## config.mk

```make
export PLATFORM = sky130hd
export DESIGN_NAME = pexp_ram
export DESIGN_NICKNAME = d
export VERILOG_FILES = /design/src/rtl/pexp_ram.sv
export SDC_FILE = /design/constraint.sdc
export NUM_CORES = 2
export LEC_CHECK = 0
export BUFFER_PORTS_ARGS = -buffer_cell sky130_fd_sc_hd__buf_2
export CORE_ASPECT_RATIO = 1.25
export CORE_MARGIN = 2
export CORE_UTILIZATION = 49
export CTS_CLUSTER_SIZE = 40
export DETAILED_ROUTE_END_ITERATION = 10
export GPL_ROUTABILITY_DRIVEN = 0
export PLACE_DENSITY = 0.65
export RECOVER_POWER = 25
export SYNTH_ARGS = -nofsm -noshare
export SYNTH_HDL_FRONTEND = slang
export SYNTH_SLANG_ARGS = --single-unit
```

## constraint.sdc

```tcl
create_clock -name aclk -period 4.1 [get_ports aclk]
set_clock_uncertainty 0.1 [all_clocks]
set_input_delay 0.615 -clock aclk [delete_from_list [all_inputs] [get_ports aclk]]
set_output_delay 0.615 -clock aclk [all_outputs]
set_load 0.1 [all_outputs]
```

## src/rtl/pexp_ram.sv

```systemverilog
module pexp_ram #(
    parameter int unsigned WIDTH = 16,
    parameter int unsigned DEPTH = 256
) (
    input  logic                     aclk,
    input  logic                     we,
    input  logic [$clog2(DEPTH)-1:0] waddr,
    input  logic [WIDTH-1:0]         wdata,
    input  logic [$clog2(DEPTH)-1:0] raddr,
    output logic [WIDTH-1:0]         rdata
);

    logic [WIDTH-1:0] mem [DEPTH];

    // one write port, one registered read port
    always_ff @(posedge aclk) begin
        if (we) begin
            mem[waddr] <= wdata;
        end
        rdata <= mem[raddr];
    end

endmodule

```

==> run summary <==
===============================================================================================
Maximum buffer depth of the clock tree                                                        4
Setup violators final                                                                         0
XOR/XNOR Fraction of Synth Area                                                               0
Multiplexer area fraction after synthesis                                                0.1550
Avg Synthesized Cell Area                                                           21.56 sq um
Cell internal pwr                                                                      67.93 mW
GRT Resource Usage Total                                                                 0.2507
Critical Setup Path Class                                                             in -> reg
Commonest non-fill, non-tap cells in the layout                                    edfxtp_1 (4096), mux4_2 (797), buf_4 (568)
Crit-path max cell delay                                                                2.05 ns
Area of the multi-input gates                                                       33000 sq um
DIE AREA                                                                           328500 sq um
Failing checks                                                                     capacitance limit, slew limit
Wire length of the first global-routing pass                                          588900 um
Row Count                                                                                   233
Leakage component of the power                                                         57.56 nW
Detailed-route wire length                                                            415200 um
WP data required                                                                        4.55 ns
Standard cell core area                                                            322100 sq um
Critical R2R Capture                                                                  rdata[11]
DRT antenna net count                                                                         0
Commonest non-fill, non-tap cell in the layout                                         edfxtp_1
Post-cts hold buffer count                                                                    0
Routed WL per cell                                                                     33.01 um
Critical path startpoint category                                                    input port
Tightest Hold Check Type                                                              in -> reg
Setup repair after global routing missed its margin                                          no
Post-synthesis compound-gate area fraction                                              0.03537
Ratio of cells with drive above 1 in the final layout                                    0.2680
Switching share of power                                                                 0.2141
Final max-slew violation count                                                             1883
Buffers plus inverters on the worst setup path                                                2
Number of filler cells placed in the layout                                               23500
Number of enable-type register cells in the synthesized netlist                            4096
Switching power total                                                                  18.51 mW
Slew at the pin closest to its max-slew limit                                          3.461 ns
Post-cts resize count                                                                         0
Cells on worst reg2reg path                                                                   5
Synthesized net count                                                                      7394
Post-synth design cell area                                                        158700 sq um
Seq. cell area                                                                     123300 sq um
Antenna violations before repair                                                             22
Combinational power share                                                                 0.054
Hold path depth                                                                               4
Worst hold path endpoint                                                           mem[167][10]
Post-DP HPWL                                                                          253600 um
Total CTS buffers                                                                           396
Grt total ovfl                                                                                0
Clock sink count                                                                           4112
Most common flop cell mapped by yosys                                                  edfxtp_1
Synth Area in Adders                                                                          0
Run status                                                                         finished with violations
CTS root buf                                                                          clkbuf_16
Finished Core Util                                                                       0.5598
Clock latency at the later pin of the worst-skew pair                                   0.95 ns
Type of destination of the critical path                                               register
Length of the first detailed-routing pass in iterations                                       6
Reg-to-reg setup timing slack                                                           0.73 ns
Final hold violation count                                                                    0
Count of mapped cells out of synthesis                                                     7360
Sequential fraction of design power                                                       0.538
Net count of the finished layout                                                           8053
Area growth, synth to finish                                                             13.61%
Final clock period utilization by the worst path                                         0.9021
Largest net degree at the start of global routing                                           126
Hold slack                                                                            0.3801 ns
Die H                                                                                  640.3 um
Number of global-route vias before repair                                                 78800
Worst relative slew slack                                                                -1.307
Cell with the largest stage delay on the worst path                                    clkbuf_2
Worst reg2reg path startpoint                                                       mem[30][11]
Power per unit of standard cell area                                               479.3 nW/um^2
Endpoint arrival time on the critical path                                              4.15 ns
Number of placed I/O pins                                                                    50
Count of cell types in the netlist                                                           52
Number of buffers inserted to repair setup after CTS                                          0
Number of buffers inserted by port buffering                                                 49
Seq/Total Area, Yosys                                                                    0.7770
Cell family with the largest share of critical-path delay                          buffers and inverters
Max-Cap Viols                                                                                18
Detailed Route Iter0 Violations                                                           10150
Synth Area in Simple Gates                                                              0.01574
Horiz. Die Dim                                                                         513.0 um
Clock input transition at the sequential cells of the worst setup and hold paths        0.06 ns
Hold path start                                                                        waddr[1]
Vias per cell                                                                             6.315
Maximum net fanout on the critical path                                                     109
Post-synth ARST share                                                                         0
Peak supply drop                                                                    0.0003638 V
Starting density of the core                                                             0.4927
Achievable Freq                                                                      0.2704 GHz
Ordered list of cells on the worst path                                            clkbuf_2 > clkbuf_2
Register bit total from synthesis                                                          4112
TritonCTS clock tree                                                                       done
Part of the total power dissipated in the clock network                                   0.408
Most frequent CP cell                                                                  clkbuf_2
Vias                                                                                      79430
DRC violations left                                                                           0
Number of levels in the clock H-tree                                                          5
Yosys warning total                                                                           0
Dominant combinational cell family by area after synthesis                         multiplexers
Post-route minimum period                                                              3.699 ns
===============================================================================================
worst max path at each step:
stage / startpoint / endpoint / slack (ns) / cells past startpoint
global route: wdata[0] / mem[34][0] / 0.36 / 2
floorplan: waddr[3] / mem[235][0] / 1.22 / 6
detailed placement: raddr[0] / rdata[3] / -0.44 / 12
finish: wdata[0] / mem[13][0] / 0.40 / 2
CTS: raddr[0] / rdata[3] / 0.55 / 12
global placement: raddr[0] / rdata[3] / -0.44 / 12
synthesized netlist by cell type, drive strengths merged, types with 4 or more instances:
cell | number | share of area
nor2 | 304 | 0.0072
a211oi | 18 | 0.00085
nor3 | 92 | 0.0029
a22oi | 43 | 0.0020
a221oi | 28 | 0.0015
o31ai | 16 | 0.00076
buf | 222 | 0.011
or2 | 5 | 0.00020
nor4 | 18 | 0.00075
a21oi | 175 | 0.0055
o32ai | 21 | 0.0012
nand2 | 38 | 0.00090
o221ai | 253 | 0.014
mux4 | 797 | 0.11
a31oi | 6 | 0.00024
nand3 | 35 | 0.0011
a2111oi | 6 | 0.00033
nand4 | 26 | 0.0010
nor2b | 9 | 0.00035
mux2 | 88 | 0.0062
mux2i | 565 | 0.036
clkbuf | 230 | 0.0054
a22o | 32 | 0.0018
edfxtp | 4096 | 0.77
inv | 4 | 0.000095
o21ai | 38 | 0.0012
o22ai | 148 | 0.0058
dfxtp | 16 | 0.0020
and3 | 11 | 0.00043
power by group through the flow:
stage | Combinational, mW | Sequential (mW) | Clock [mW]
finish | 4.70 | 46.5 | 35.3
CTS | 4.72 | 46.4 | 35.7
floorplan | 2.29 | 47.5 | 0
global route | 4.89 | 46.5 | 37.3
global placement | 4.62 | 47.3 | 0
detailed placement | 4.71 | 47.3 | 0
flip-flops by register name, summed over array words and instances (netlist names):
register and cells:
mem 4096, rdata 16
routing by layer:
| layer | vias up | share of wire | global-route usage |
|---|---|---|---|
| met3 | 690 | 0.087 | 0.03823 |
| li1 | 32600 | - | - |
| met4 | 8 | 0.045 | 0.09844 |
| met2 | 4002 | 0.49 | 0.4075 |
| met1 | 42130 | 0.38 | 0.3437 |
| met5 | - | 0.00011 | 0 |
cells by family after synthesis:
| logic type | after synthesis |
|---|---|
| flops | 4112 |
| compound gates | 786 |
| buf+inv | 456 |
| simple gates | 556 |
| mux | 1450 |
cell type report:
| cell class | count | area share |
|---|---|---|
| flip-flops and latches | 4112 | 0.6839 |
| multi-input cells | 2792 | 0.1830 |
| clock buffers | 488 | 0.05769 |
| repair buffers | 713 | 0.03485 |
| well taps | 4230 | 0.02935 |
| clock inverters | 226 | 0.01092 |
| diodes | 13 | 0.0001804 |
| inverters | 4 | 0.0001527 |
metrics by stage:
stage                     area [sq um]  TNS [ns]  power, mW  worst slack, ns  instances
after global routing            180300         0      88.61           0.3570      12570
after floorplan                 158700         0      49.77            1.220       7360
final                           180300         0      86.44           0.4014      12580
after detailed placement        168200   -0.7339      52.01          -0.4354      11850
after CTS                       180600         0      86.83           0.5471      12570
after global placement          168200   -0.7146      51.92          -0.4380      11850
Power figures use the tool's default switching activity.
