### src/rtl/pexp_pkg.sv
package pexp_pkg;

    // configuration register indexes
    localparam int unsigned CFG_IDX_W      = 2;
    localparam logic [CFG_IDX_W-1:0] CFG_SMALL_PALETTE = 2'd0;
    localparam logic [CFG_IDX_W-1:0] CFG_OUTPUT_FORMAT = 2'd1;

    // request codes
    localparam logic REQ_PIXEL = 1'b0;
    localparam logic REQ_WRITE = 1'b1;

    // output formats
    localparam logic FMT_RGB565 = 1'b0;
    localparam logic FMT_RGB444 = 1'b1;

    // result queue sizing
    localparam int unsigned OUTQ_DEPTH = 8;
    localparam int unsigned OUTQ_AW    = 3;
    localparam int unsigned OUTQ_CW    = 4;

    typedef struct packed {
        logic        req_type;
        logic [7:0]  pixel_index;
        logic        last_pixel;
        logic [7:0]  palette_addr;
        logic [15:0] palette_word;
    } pexp_in_t;

    typedef struct packed {
        logic [15:0] out_value;
        logic        out_last;
    } pexp_out_t;

    // up to three results handed from the packer to the queue in one cycle
    typedef struct packed {
        logic [1:0]          cnt;
        pexp_out_t [2:0]     ent;
    } pexp_push_t;

    // byte-swapped rgb565 from 8-bit channels
    function automatic logic [15:0] swapped565(input logic [7:0] r,
                                                input logic [7:0] g,
                                                input logic [7:0] b);
        return {g[4:2], b[7:3], r[7:3], g[7:5]};
    endfunction

    // default 16-color palette in stored form
    function automatic logic [15:0] default_color(input logic [3:0] i);
        logic [15:0] c;
        unique case (i)
            4'd0:    c = swapped565(8'h00, 8'h00, 8'h00);
            4'd1:    c = swapped565(8'h00, 8'h00, 8'h00);
            4'd2:    c = swapped565(8'h21, 8'hC8, 8'h42);
            4'd3:    c = swapped565(8'h5E, 8'hDC, 8'h78);
            4'd4:    c = swapped565(8'h54, 8'h55, 8'hED);
            4'd5:    c = swapped565(8'h7D, 8'h76, 8'hFC);
            4'd6:    c = swapped565(8'hD4, 8'h52, 8'h4D);
            4'd7:    c = swapped565(8'h42, 8'hEB, 8'hF5);
            4'd8:    c = swapped565(8'hFC, 8'h55, 8'h54);
            4'd9:    c = swapped565(8'hFF, 8'h79, 8'h78);
            4'd10:   c = swapped565(8'hD4, 8'hC1, 8'h54);
            4'd11:   c = swapped565(8'hE6, 8'hCE, 8'h80);
            4'd12:   c = swapped565(8'h21, 8'hB0, 8'h3B);
            4'd13:   c = swapped565(8'hC9, 8'h5B, 8'hBA);
            4'd14:   c = swapped565(8'hCC, 8'hCC, 8'hCC);
            default: c = swapped565(8'hFF, 8'hFF, 8'hFF);
        endcase
        return c;
    endfunction

endpackage

### src/rtl/pexp_pack.sv
module pexp_pack (
    input  logic                aclk,
    input  logic                aresetn,
    input  logic                pix_valid,
    input  logic [15:0]         pix_color,
    input  logic                pix_last,
    input  logic                fmt,
    input  logic                held_clear,
    output pexp_pkg::pexp_push_t push
);
    import pexp_pkg::*;

    logic        held_valid_reg, held_valid_next;
    logic [15:0] held_color_reg, held_color_next;
    logic [15:0] c1, c2;

    // colors back in plain rgb565 order
    assign c1 = {held_color_reg[7:0], held_color_reg[15:8]};
    assign c2 = {pix_color[7:0], pix_color[15:8]};

    // pair packing and word pass-through
    always_comb begin
        held_valid_next = held_valid_reg;
        held_color_next = held_color_reg;
        push.cnt        = 2'd0;
        push.ent        = '0;
        if (held_clear) begin
            held_valid_next = 1'b0;
        end else if (pix_valid) begin
            if (fmt == FMT_RGB565) begin
                push.cnt                 = 2'd1;
                push.ent[0].out_value    = pix_color;
                push.ent[0].out_last     = 1'b1;
            end else if (!held_valid_reg && !pix_last) begin
                held_valid_next = 1'b1;
                held_color_next = pix_color;
            end else if (!held_valid_reg) begin
                // odd flush, second pixel padded with zero
                push.cnt                 = 2'd3;
                push.ent[0].out_value    = {8'h00, c2[15:12], c2[10:7]};
                push.ent[1].out_value    = {8'h00, c2[4:1], 4'h0};
                push.ent[2].out_value    = 16'h0000;
                push.ent[2].out_last     = 1'b1;
            end else begin
                held_valid_next = 1'b0;
                push.cnt                 = 2'd3;
                push.ent[0].out_value    = {8'h00, c1[15:12], c1[10:7]};
                push.ent[1].out_value    = {8'h00, c1[4:1], c2[15:12]};
                push.ent[2].out_value    = {8'h00, c2[10:7], c2[4:1]};
                push.ent[2].out_last     = 1'b1;
            end
        end
    end

    always_ff @(posedge aclk) begin
        if (!aresetn) begin
            held_valid_reg <= 1'b0;
            held_color_reg <= 16'h0000;
        end else begin
            held_valid_reg <= held_valid_next;
            held_color_reg <= held_color_next;
        end
    end

endmodule

### config.mk
export PLATFORM = sky130hd
export DESIGN_NAME = pexp_pack
export DESIGN_NICKNAME = d
export VERILOG_FILES = /design/src/rtl/pexp_pkg.sv /design/src/rtl/pexp_pack.sv
export SDC_FILE = /design/constraint.sdc
export NUM_CORES = 1
export LEC_CHECK = 0
export BUFFER_PORTS_ARGS = -buffer_cell sky130_fd_sc_hd__buf_2
export CORE_MARGIN = 3
export CORE_UTILIZATION = 42
export DETAILED_ROUTE_END_ITERATION = 8
export PLACE_DENSITY = 0.8
export SKIP_LAST_GASP = 1
export SYNTH_ARGS = -nofsm -noshare
export SYNTH_HDL_FRONTEND = slang
export SYNTH_SLANG_ARGS = --single-unit
### constraint.sdc
create_clock -name aclk -period 1.7 [get_ports aclk]
set_clock_uncertainty 0.1 [all_clocks]
set_input_delay 0.085 -clock aclk [delete_from_list [all_inputs] [get_ports aclk]]
set_output_delay 0.085 -clock aclk [all_outputs]
set_load 0.005 [all_outputs]
==> impl_metrics.ini <==
[run_status]
status = finished clean

[final_layout]
finish.utilization = 0.610
fin_cells = 237
areaGrowthSynthToFinish_pct = 35.7
drive_gt1_frac = 0.386
fin_nets = 230
antenna_cells = 0
largest_reg_flops = 12

[power]
netSwitchingPower_mw = 0.195
pwr_density_cell_mw_per_mm2 = 446
p_seq_frac = 0.463
leakage_nw = 0.748
internal_power_mw = 0.485
swShare = 0.287
comb_power_share = 0.255
ir_drop_v = 0.000301
p_clk_frac = 0.282

[hold_path]
min_path_type = in2reg
hold_start = pix_last
min_to = held_valid_reg
whs_path_depth = 4

[floorplanning]
core_mm2 = 0.00250
die_w_um = 57.7
fp.dieH_um = 57.7
start_util = 0.449
rows = 18
io_pins = 75
die_area_mm2 = 0.00333

[clock_tree]
clk_pin_slew_ns = 0.08
clock_sinks = 13
cts_buffers = 3
tritoncts = built
clockBufferDepth = 2
clkLatencyLatePin_ns = 0.27
cts-root-buf = clkbuf_4
htree_levels = 1
postCtsSetupRepairBufs = 0

[worst_setup_path]
r2r_slack_ns = 0.31
critPathTopFamily = buffers and inverters
critPathArrivalTime_ns = 1.41
worst-r2r-cell-count = 4
cp_slowest_stage_delay_ns = 0.36
r2r-start = held_valid_reg
critPathMaxFanout = 16
cp-end-kind = output port
crit_path_start_kind = register
slowest_stage = dfxtp_2
critPathKind = reg2out
worstPathRequired_ns = 1.51
path_buf_inv = 3
r2r-end = held_color_reg[10]
path_cells = buf_12, nand2_1, nor2_4, buf_6, and2_1, buf_2

[yosys]
syn_inst = 140
synth_top_area_share = 0.232
synth_seq_area_share = 0.232
synth_ff_type = dfxtp_1
synth_area_mm2 = 0.00112
synthArstFlopShare = 0
yosys_warnings = 0
synth.area.top_cells = dfxtp_1 (23%), mux2i_1 (19%), buf_4 (13%), and2_1 (11%), nand2_1 (8.4%)
yosysTopAreaCell = dfxtp_1
yosysMostFrequentCell = nand2_1
synth_cell_types = 24
synth.avg_cell_area_um2 = 8.03
yosys-top-cells-count = nand2_1 (25), mux2i_1 (21), and2_1 (20), buf_4 (20), dfxtp_1 (13)
ys_ff_latch = 13
synth_enable_flop_cells = 0

[routing]
drtAntennaViolNets = 0
drcViolationCount = 0
first_pass_iters = 4
routedWlPerCell_um = 11.7
drtIter0Drc = 12
drt_wl_total_um = 2770
viasPerCell = 4.73
num_vias = 1121

[flow_run]
cap_violations = 0

[global_route]
top_usage_layer = met2
grt_overflow = 0
grt_start_max_net_pins = 26
grt_antenna_before_repair = 0
use_met2 = 0.281
groute.layer.met3.usage = 0.0445
grt_pass1_vias = 1044
grt_pass1_wl_um = 4580
grt_use_total = 0.172
grt.met1_usage = 0.216

[sta]
slew_viol_final = 0
rsz0062_at_grt = false
fin_ws_ns = 0.110
hold_viol_final = 0
finalCritPeriodShare = 0.935
layout_min_cycle_time_ns = 1.59
fin_tns_setup_ns = 0
max_clock_freq_mhz = 629
finalSetupViolations = 0

[place]
placedCellCount = 220
place.gp.congestion = 0.751
dpl_worst_slack_ns = 0.242
hpwl_um = 1960
io_buffers = 57
metrics by stage:
step           hold WS, ns  power [mW]  instance area, µm²
2_1_floorplan       0.0611       0.438                1180
4_1_cts              0.120       0.683                1510
3_3_place_gp         0.249       0.466                1340
3_5_place_dp         0.237       0.467                1340
6_report             0.117       0.680                1530
5_1_grt              0.148       0.719                1530
power by group through the flow:
stage	sequential [mW]	clock [mW]	combinational (mW)
6_report	0.315	0.192	0.174
5_1_grt	0.316	0.208	0.195
4_1_cts	0.315	0.197	0.171
3_5_place_dp	0.321	0	0.146
3_3_place_gp	0.321	0	0.145
2_1_floorplan	0.321	0	0.117
how the worst max path moves through the flow:
stage                    from       end  cells past startpoint
6_report       held_valid_reg  push[39]                      6
5_1_grt        held_valid_reg  push[39]                      6
4_1_cts        held_valid_reg  push[35]                      6
3_5_place_dp   held_valid_reg   push[1]                      4
3_3_place_gp   held_valid_reg   push[3]                      4
2_1_floorplan  held_valid_reg  push[52]                      6
worst reg2reg max path: stages (launching register included):
cell and delay, ns:
dfxtp_2 0.34, buf_12 0.15, nor4_4 0.29, buf_4 0.24, mux2i_1 0.21
metal layers:
metal / vias to the layer above / wire length (µm)
met3: 4 / 310
met2: 62 / 1250
met4: 0 / 25
li1: 559 / -
met5: - / 0
met1: 496 / 1190
cells in the final DEF, fill, tap and decap left out, types with 3 or more instances in the layout:
master and n:
a21oi_1 5, nand2_1 25, dlygate4sd3_1 13, conb_1 17, o2bb2ai_2 4, nand3_1 4, mux2i_1 21, buf_4 3
o21ai_0 4, clkbuf_4 3, dfxtp_1 12, and2_1 20, nor2_2 5, buf_2 57
repair_timing:
item	in CTS	in global routing
gates resized for setup	4	4
endpoints found under the hold margin	13	0
gates cloned	0	0
hold buffers	13	0
setup endpoints to repair	18	14
cell type report:
cell class	instances	area [µm²]
multi-input combinational	113	723
timing repair buffer	75	469
tap	30	37.5
inverter	2	7.51
sequential	13	262
clock buffer	4	26.3
fill	233	975
kinds of logic after synthesis:
kind of cell / Yosys count / synth area share
buf+inv: 30 / 0.189
mux: 21 / 0.187
compound gates: 13 / 0.0935
flops: 13 / 0.232
other cells: 1 / 0.00334
simple gates: 62 / 0.295
Note: power is estimated with default switching activity, not from simulation.
