==> src/rtl/pexp_pkg.sv <==
package pexp_pkg;

    // configuration register indexes
    localparam int unsigned CFG_IDX_W      = 2;
    localparam logic [CFG_IDX_W-1:0] CFG_SMALL_PALETTE = 2'd0;
    localparam logic [CFG_IDX_W-1:0] CFG_OUTPUT_FORMAT = 2'd1;

    // request codes
    localparam logic REQ_PIXEL = 1'b0;
    localparam logic REQ_WRITE = 1'b1;

    // output formats
    localparam logic FMT_RGB565 = 1'b0;
    localparam logic FMT_RGB444 = 1'b1;

    // result queue sizing
    localparam int unsigned OUTQ_DEPTH = 8;
    localparam int unsigned OUTQ_AW    = 3;
    localparam int unsigned OUTQ_CW    = 4;

    typedef struct packed {
        logic        req_type;
        logic [7:0]  pixel_index;
        logic        last_pixel;
        logic [7:0]  palette_addr;
        logic [15:0] palette_word;
    } pexp_in_t;

    typedef struct packed {
        logic [15:0] out_value;
        logic        out_last;
    } pexp_out_t;

    // up to three results handed from the packer to the queue in one cycle
    typedef struct packed {
        logic [1:0]          cnt;
        pexp_out_t [2:0]     ent;
    } pexp_push_t;

    // byte-swapped rgb565 from 8-bit channels
    function automatic logic [15:0] swapped565(input logic [7:0] r,
                                                input logic [7:0] g,
                                                input logic [7:0] b);
        return {g[4:2], b[7:3], r[7:3], g[7:5]};
    endfunction

    // default 16-color palette in stored form
    function automatic logic [15:0] default_color(input logic [3:0] i);
        logic [15:0] c;
        unique case (i)
            4'd0:    c = swapped565(8'h00, 8'h00, 8'h00);
            4'd1:    c = swapped565(8'h00, 8'h00, 8'h00);
            4'd2:    c = swapped565(8'h21, 8'hC8, 8'h42);
            4'd3:    c = swapped565(8'h5E, 8'hDC, 8'h78);
            4'd4:    c = swapped565(8'h54, 8'h55, 8'hED);
            4'd5:    c = swapped565(8'h7D, 8'h76, 8'hFC);
            4'd6:    c = swapped565(8'hD4, 8'h52, 8'h4D);
            4'd7:    c = swapped565(8'h42, 8'hEB, 8'hF5);
            4'd8:    c = swapped565(8'hFC, 8'h55, 8'h54);
            4'd9:    c = swapped565(8'hFF, 8'h79, 8'h78);
            4'd10:   c = swapped565(8'hD4, 8'hC1, 8'h54);
            4'd11:   c = swapped565(8'hE6, 8'hCE, 8'h80);
            4'd12:   c = swapped565(8'h21, 8'hB0, 8'h3B);
            4'd13:   c = swapped565(8'hC9, 8'h5B, 8'hBA);
            4'd14:   c = swapped565(8'hCC, 8'hCC, 8'hCC);
            default: c = swapped565(8'hFF, 8'hFF, 8'hFF);
        endcase
        return c;
    endfunction

endpackage

==> src/rtl/pexp_outq.sv <==
module pexp_outq (
    input  logic                 aclk,
    input  logic                 aresetn,
    input  pexp_pkg::pexp_push_t push,
    output logic [pexp_pkg::OUTQ_CW-1:0] level,
    output logic                 m_valid,
    input  logic                 m_ready,
    output pexp_pkg::pexp_out_t  m_data
);
    import pexp_pkg::*;

    pexp_out_t            q_reg [OUTQ_DEPTH];
    logic [OUTQ_AW-1:0]   wptr_reg, rptr_reg;
    logic [OUTQ_CW-1:0]   cnt_reg, cnt_next;
    logic                 pop;

    assign pop      = m_valid && m_ready;
    assign m_valid  = (cnt_reg != '0);
    assign m_data   = q_reg[rptr_reg];
    assign level    = cnt_reg;
    assign cnt_next = cnt_reg + OUTQ_CW'(push.cnt) - OUTQ_CW'(pop);

    // multi-entry write, one read per transfer
    always_ff @(posedge aclk) begin
        for (int k = 0; k < 3; k++) begin
            if (k < int'(push.cnt)) begin
                q_reg[wptr_reg + OUTQ_AW'(k)] <= push.ent[k];
            end
        end
    end

    always_ff @(posedge aclk) begin
        if (!aresetn) begin
            wptr_reg <= '0;
            rptr_reg <= '0;
            cnt_reg  <= '0;
        end else begin
            wptr_reg <= wptr_reg + OUTQ_AW'(push.cnt);
            rptr_reg <= rptr_reg + OUTQ_AW'(pop);
            cnt_reg  <= cnt_next;
        end
    end

endmodule

==> config.mk <==
export PLATFORM = sky130hd
export DESIGN_NAME = pexp_outq
export DESIGN_NICKNAME = d
export VERILOG_FILES = /design/src/rtl/pexp_pkg.sv /design/src/rtl/pexp_outq.sv
export SDC_FILE = /design/constraint.sdc
export NUM_CORES = 1
export LEC_CHECK = 0
export BUFFER_PORTS_ARGS = -buffer_cell sky130_fd_sc_hd__buf_2
export CAP_MARGIN = 25
export CORE_MARGIN = 2
export CORE_UTILIZATION = 40
export CTS_CLUSTER_DIAMETER = 100
export DETAILED_ROUTE_END_ITERATION = 10
export GPL_TIMING_DRIVEN = 0
export HOLD_SLACK_MARGIN = 0.05
export PLACE_DENSITY = 0.59
export SYNTH_ARGS = -nofsm -noshare
export SYNTH_HDL_FRONTEND = slang
export SYNTH_SLANG_ARGS = --single-unit
==> constraint.sdc <==
create_clock -name aclk -period 3.69 [get_ports aclk]
set_input_delay 0.369 -clock aclk [delete_from_list [all_inputs] [get_ports aclk]]
set_output_delay 0.369 -clock aclk [all_outputs]
set_load 0.01 [all_outputs]
==> run_summary.xml <==
<?xml version="1.0" encoding="UTF-8"?>
<metrics>
  <group name="run_status">
    <metric name="run_status" unit="">finished clean</metric>
  </group>
  <group name="final_layout">
    <metric name="sequential_cell_area" unit="µm²">4280</metric>
    <metric name="syn2layout_area_growth" unit="%">15.5</metric>
    <metric name="antennaDiodeCount" unit="">0</metric>
    <metric name="layout.cell_area.non_filler" unit="µm²">11400</metric>
    <metric name="total_nets_final" unit="">1184</metric>
    <metric name="largest_register_ff_count" unit="">136</metric>
    <metric name="nFillCells" unit="">2394</metric>
    <metric name="drive_above_1_share" unit="%">18.2</metric>
    <metric name="multi_input_comb_area" unit="µm²">4990</metric>
  </group>
  <group name="routing">
    <metric name="route.detailed.wl_per_inst" unit="µm">33.6</metric>
    <metric name="number_of_nets_still_failing_antenna_checks_after_routing" unit="">0</metric>
    <metric name="detail_route.iter0.violations" unit="">1865</metric>
    <metric name="detailroute.via_count" unit="">10100</metric>
    <metric name="drt-total-wl" unit="µm">48900</metric>
    <metric name="ratio_of_routed_vias_to_standard_cells" unit="">6.98</metric>
    <metric name="drt_pass1_iterations" unit="">6</metric>
    <metric name="route.detailed.drc" unit="">0</metric>
  </group>
  <group name="placed_design">
    <metric name="numPortBuffers" unit="">60</metric>
    <metric name="gp_congestion" unit="">1.05</metric>
    <metric name="dp_slack" unit="ns">0.529</metric>
    <metric name="placed_cell_area" unit="µm²">10800</metric>
    <metric name="hpwlAfterDp" unit="µm">32500</metric>
  </group>
  <group name="floorplan">
    <metric name="fp.dieW" unit="µm">161</metric>
    <metric name="rows" unit="">57</metric>
    <metric name="coreArea" unit="µm²">24200</metric>
    <metric name="floorplan.io_pins" unit="">78</metric>
    <metric name="start_util" unit="%">40.6</metric>
    <metric name="die_area" unit="µm²">25900</metric>
    <metric name="fp.dieH" unit="µm">161</metric>
  </group>
  <group name="yosys">
    <metric name="ys_ff_latch" unit="">146</metric>
    <metric name="synth.top_cells.by_area" unit="">sky130_fd_sc_hd__edfxtp_1 41%, sky130_fd_sc_hd__a31oi_1 8.6%, sky130_fd_sc_hd__mux4_2 7.8%</metric>
    <metric name="synthArstFlopShare" unit="%">0</metric>
    <metric name="ys_seq_area_share" unit="%">43.5</metric>
    <metric name="synth_top_flop_cell" unit="">sky130_fd_sc_hd__edfxtp_1</metric>
    <metric name="synth_top_cells_by_count" unit="">138 x sky130_fd_sc_hd__nand2_1, 136 x sky130_fd_sc_hd__a31oi_1, 136 x sky130_fd_sc_hd__edfxtp_1, 136 x sky130_fd_sc_hd__nor3_1, 136 x sky130_fd_sc_hd__o21ai_0</metric>
    <metric name="synthDominantCellAreaShare" unit="%">41.5</metric>
    <metric name="syn_avg_cell_area" unit="µm²">9.56</metric>
    <metric name="synth-warning-count" unit="">0</metric>
    <metric name="most_frequent_cell_after_synthesis" unit="">sky130_fd_sc_hd__nand2_1</metric>
    <metric name="netlist-cell-type-count" unit="">41</metric>
    <metric name="post_synth_instance_area" unit="µm²">9850</metric>
    <metric name="syn-instance-count" unit="">1030</metric>
    <metric name="synth_enable_flop_cells" unit="">136</metric>
    <metric name="syn-num-nets" unit="">1098</metric>
    <metric name="synth.largest_area_cell" unit="">sky130_fd_sc_hd__edfxtp_1</metric>
  </group>
  <group name="global_routing">
    <metric name="grt_antenna_before_repair" unit="">1</metric>
    <metric name="gr-usage-all-layers" unit="%">37.6</metric>
    <metric name="pin_count_of_the_biggest_net_entering_global_routing" unit="">18</metric>
    <metric name="number_of_global_route_vias_before_repair" unit="">9550</metric>
    <metric name="overflow" unit="">0</metric>
    <metric name="wire_length_of_the_first_global_routing_pass" unit="µm">68100</metric>
  </group>
  <group name="clock_network">
    <metric name="clk_latency" unit="ns">0.45</metric>
    <metric name="clock_path_buffers" unit="">2</metric>
    <metric name="cts.root.buffer_cell" unit="">sky130_fd_sc_hd__clkbuf_16</metric>
    <metric name="cts_repair_resize_count" unit="">0</metric>
    <metric name="post_cts_hold_buffer_count" unit="">0</metric>
    <metric name="cts.sink_count" unit="">146</metric>
    <metric name="clk_pin_slew_worst_paths" unit="ns">0.07</metric>
    <metric name="tritoncts" unit="">done</metric>
    <metric name="cts_max_level" unit="">4</metric>
    <metric name="post-cts-setup-buffer-count" unit="">0</metric>
    <metric name="cts-buffers-inserted" unit="">17</metric>
  </group>
  <group name="hold_path">
    <metric name="hold_path.startpoint" unit="">aresetn</metric>
    <metric name="worstHoldPathType" unit="">input port to flop</metric>
    <metric name="worst_hold_path.endpoint" unit="">level[3]$_SDFF_PN0_</metric>
    <metric name="whs_path_depth" unit="">3</metric>
  </group>
  <group name="sta">
    <metric name="timing.final.ws_setup" unit="ns">0.406</metric>
    <metric name="max-slew-margin-rel" unit="%">27.7</metric>
    <metric name="final_hold_viol_count" unit="">0</metric>
    <metric name="finalMaxSlewViolations" unit="">0</metric>
    <metric name="period_share" unit="%">89.0</metric>
    <metric name="timing.final.crit_period" unit="ns">3.28</metric>
    <metric name="setup_viol" unit="">0</metric>
    <metric name="grt_setup_unrepaired" unit="">no</metric>
    <metric name="fin_worst_skew" unit="ns">0.00740</metric>
    <metric name="worst-slew-pin-transition" unit="ns">1.08</metric>
    <metric name="fmax" unit="MHz">305</metric>
  </group>
  <group name="worst_setup_path">
    <metric name="crit_path_max_incr_delay" unit="ns">0.86</metric>
    <metric name="cpLargestDelayFamily" unit="">buffers and inverters</metric>
    <metric name="timing.reg2reg.worst_path_depth" unit="">7</metric>
    <metric name="crit_path_top_delay_cell" unit="">sky130_fd_sc_hd__clkbuf_1</metric>
    <metric name="critical_path.cell_chain" unit="">clkbuf_1 -&gt; clkbuf_1 -&gt; mux4_2 -&gt; mux2_2 -&gt; buf_2</metric>
    <metric name="worst-path-buf-inv" unit="">3</metric>
    <metric name="worstPathMaxFanout" unit="">10</metric>
    <metric name="rr_endpoint" unit="">q_reg[1][15]$_DFFE_PP_</metric>
    <metric name="end_kind" unit="">primary output</metric>
    <metric name="cp_data_required_time" unit="ns">3.32</metric>
    <metric name="ff2ff_setup_slack" unit="ns">0.44</metric>
    <metric name="startpoint_type" unit="">flop</metric>
    <metric name="crit-reg2reg-launch" unit="">wptr_reg[1]$_SDFF_PN0_</metric>
    <metric name="critical_path_class" unit="">flop to primary output</metric>
    <metric name="crit_arrival" unit="ns">2.91</metric>
    <metric name="critical_path.most_common_cell" unit="">sky130_fd_sc_hd__clkbuf_1</metric>
  </group>
  <group name="pwr">
    <metric name="static_leak" unit="nW">3.54</metric>
    <metric name="p_per_area" unit="nW/µm²">571</metric>
    <metric name="vdd.ir_drop.worst" unit="V">0.000302</metric>
  </group>
  <group name="flow_run">
    <metric name="max_cap_viol_count" unit="">0</metric>
  </group>
</metrics>
## worst max-delay path by stage
| stage | cells after the start | from | end |
|---|---|---|---|
| 3_5_place_dp | 7 | wptr_reg[1]$_SDFF_PN0_ | q_reg[1][14]$_DFFE_PP_ |
| 4_1_cts | 5 | rptr_reg[1]$_SDFF_PN0_ | m_data[9] |
| 5_1_grt | 7 | wptr_reg[1]$_SDFF_PN0_ | q_reg[1][15]$_DFFE_PP_ |
| 3_3_place_gp | 6 | wptr_reg[1]$_SDFF_PN0_ | q_reg[5][15]$_DFFE_PP_ |
| 6_report | 5 | rptr_reg[1]$_SDFF_PN0_ | m_data[9] |
| 2_1_floorplan | 6 | wptr_reg[1]$_SDFF_PN0_ | q_reg[1][0]$_DFFE_PP_ |
## report_power, final
part	internal, W	leakage (nW)	switching, W
Sequential	0.00210	1.34	0.0000605
Clock	0.000880	0.268	0.000819
Combinational	0.000882	1.93	0.00175
## stage by stage
step	hold slack, ns	setup TNS [ns]	total power, W	cells	util, %
3_5_place_dp	0.571	0	0.00471	1421	44.6
2_1_floorplan	0.524	0	0.00363	1030	-
4_1_cts	0.186	0	0.00636	1453	46.9
5_1_grt	0.215	0	0.00665	1453	46.9
3_3_place_gp	0.552	-78.20	0.00462	1414	43.5
6_report	0.185	0	0.00649	1453	46.9
## cell type report
cell class	count	area share (%)
well taps	324	3.56
multi-input cells	728	43.8
inverters	13	0.429
flip-flops and latches	146	37.7
repair buffers	67	4.11
clock buffers	17	3.74
clock inverters	15	1.12
plain buffers	143	5.51
## layout by cell type (no fill, tap or decap), types with 3 or more instances in the layout
cell                        synthesis  layout
sky130_fd_sc_hd__nand2_1          138     138
sky130_fd_sc_hd__buf_6              5       5
sky130_fd_sc_hd__dfxtp_1           10      10
sky130_fd_sc_hd__inv_8              0       3
sky130_fd_sc_hd__mux2_2            18      18
sky130_fd_sc_hd__nand3_1            3       3
sky130_fd_sc_hd__nand2b_1           4       4
sky130_fd_sc_hd__ha_1              10      10
sky130_fd_sc_hd__buf_1             17      17
sky130_fd_sc_hd__and2_1             8       8
sky130_fd_sc_hd__buf_4              3       3
sky130_fd_sc_hd__clkinv_4           0       5
sky130_fd_sc_hd__buf_16             0       5
sky130_fd_sc_hd__o21ai_0          136     136
sky130_fd_sc_hd__clkbuf_16          0      17
sky130_fd_sc_hd__buf_2             31      91
sky130_fd_sc_hd__mux4_2            34      34
sky130_fd_sc_hd__inv_1             13      13
sky130_fd_sc_hd__edfxtp_1         136     136
sky130_fd_sc_hd__clkbuf_1          85      85
sky130_fd_sc_hd__or2_1              7       7
sky130_fd_sc_hd__o22ai_4            0       5
sky130_fd_sc_hd__nor3_1           136     136
sky130_fd_sc_hd__a31oi_1          136     136
sky130_fd_sc_hd__nand3b_1           3       3
sky130_fd_sc_hd__nor4bb_1          16      16
sky130_fd_sc_hd__inv_6              0       3
sky130_fd_sc_hd__and4b_1           34      34
sky130_fd_sc_hd__and4_1            17      17
## routing by layer
layer | global-route usage, % | vias up | routed length [µm]
li1 | - | 4123 | -
met1 | 51.1 | 4805 | 18800
met2 | 53.6 | 1003 | 20200
met3 | 11.2 | 204 | 6760
met4 | 21.0 | 2 | 3140
met5 | 0 | - | 26
## cells by family (layout without fill, tap and decap cells)
family	Yosys count	after routing	share of synthesized area, %
compound gates	283	283	16.3
xor+xnor	5	5	0.597
fa+ha+maj	13	13	1.78
buf+inv	156	255	6.86
flops	146	146	43.5
mux	54	54	10.0
simple gates	373	373	20.9
## worst min-delay path, cell delays in order
cell	delay, ns
sky130_fd_sc_hd__buf_2	0.10
sky130_fd_sc_hd__nand2b_1	0.06
sky130_fd_sc_hd__mux2i_1	0.06
(Power assumes the default switching activity.)
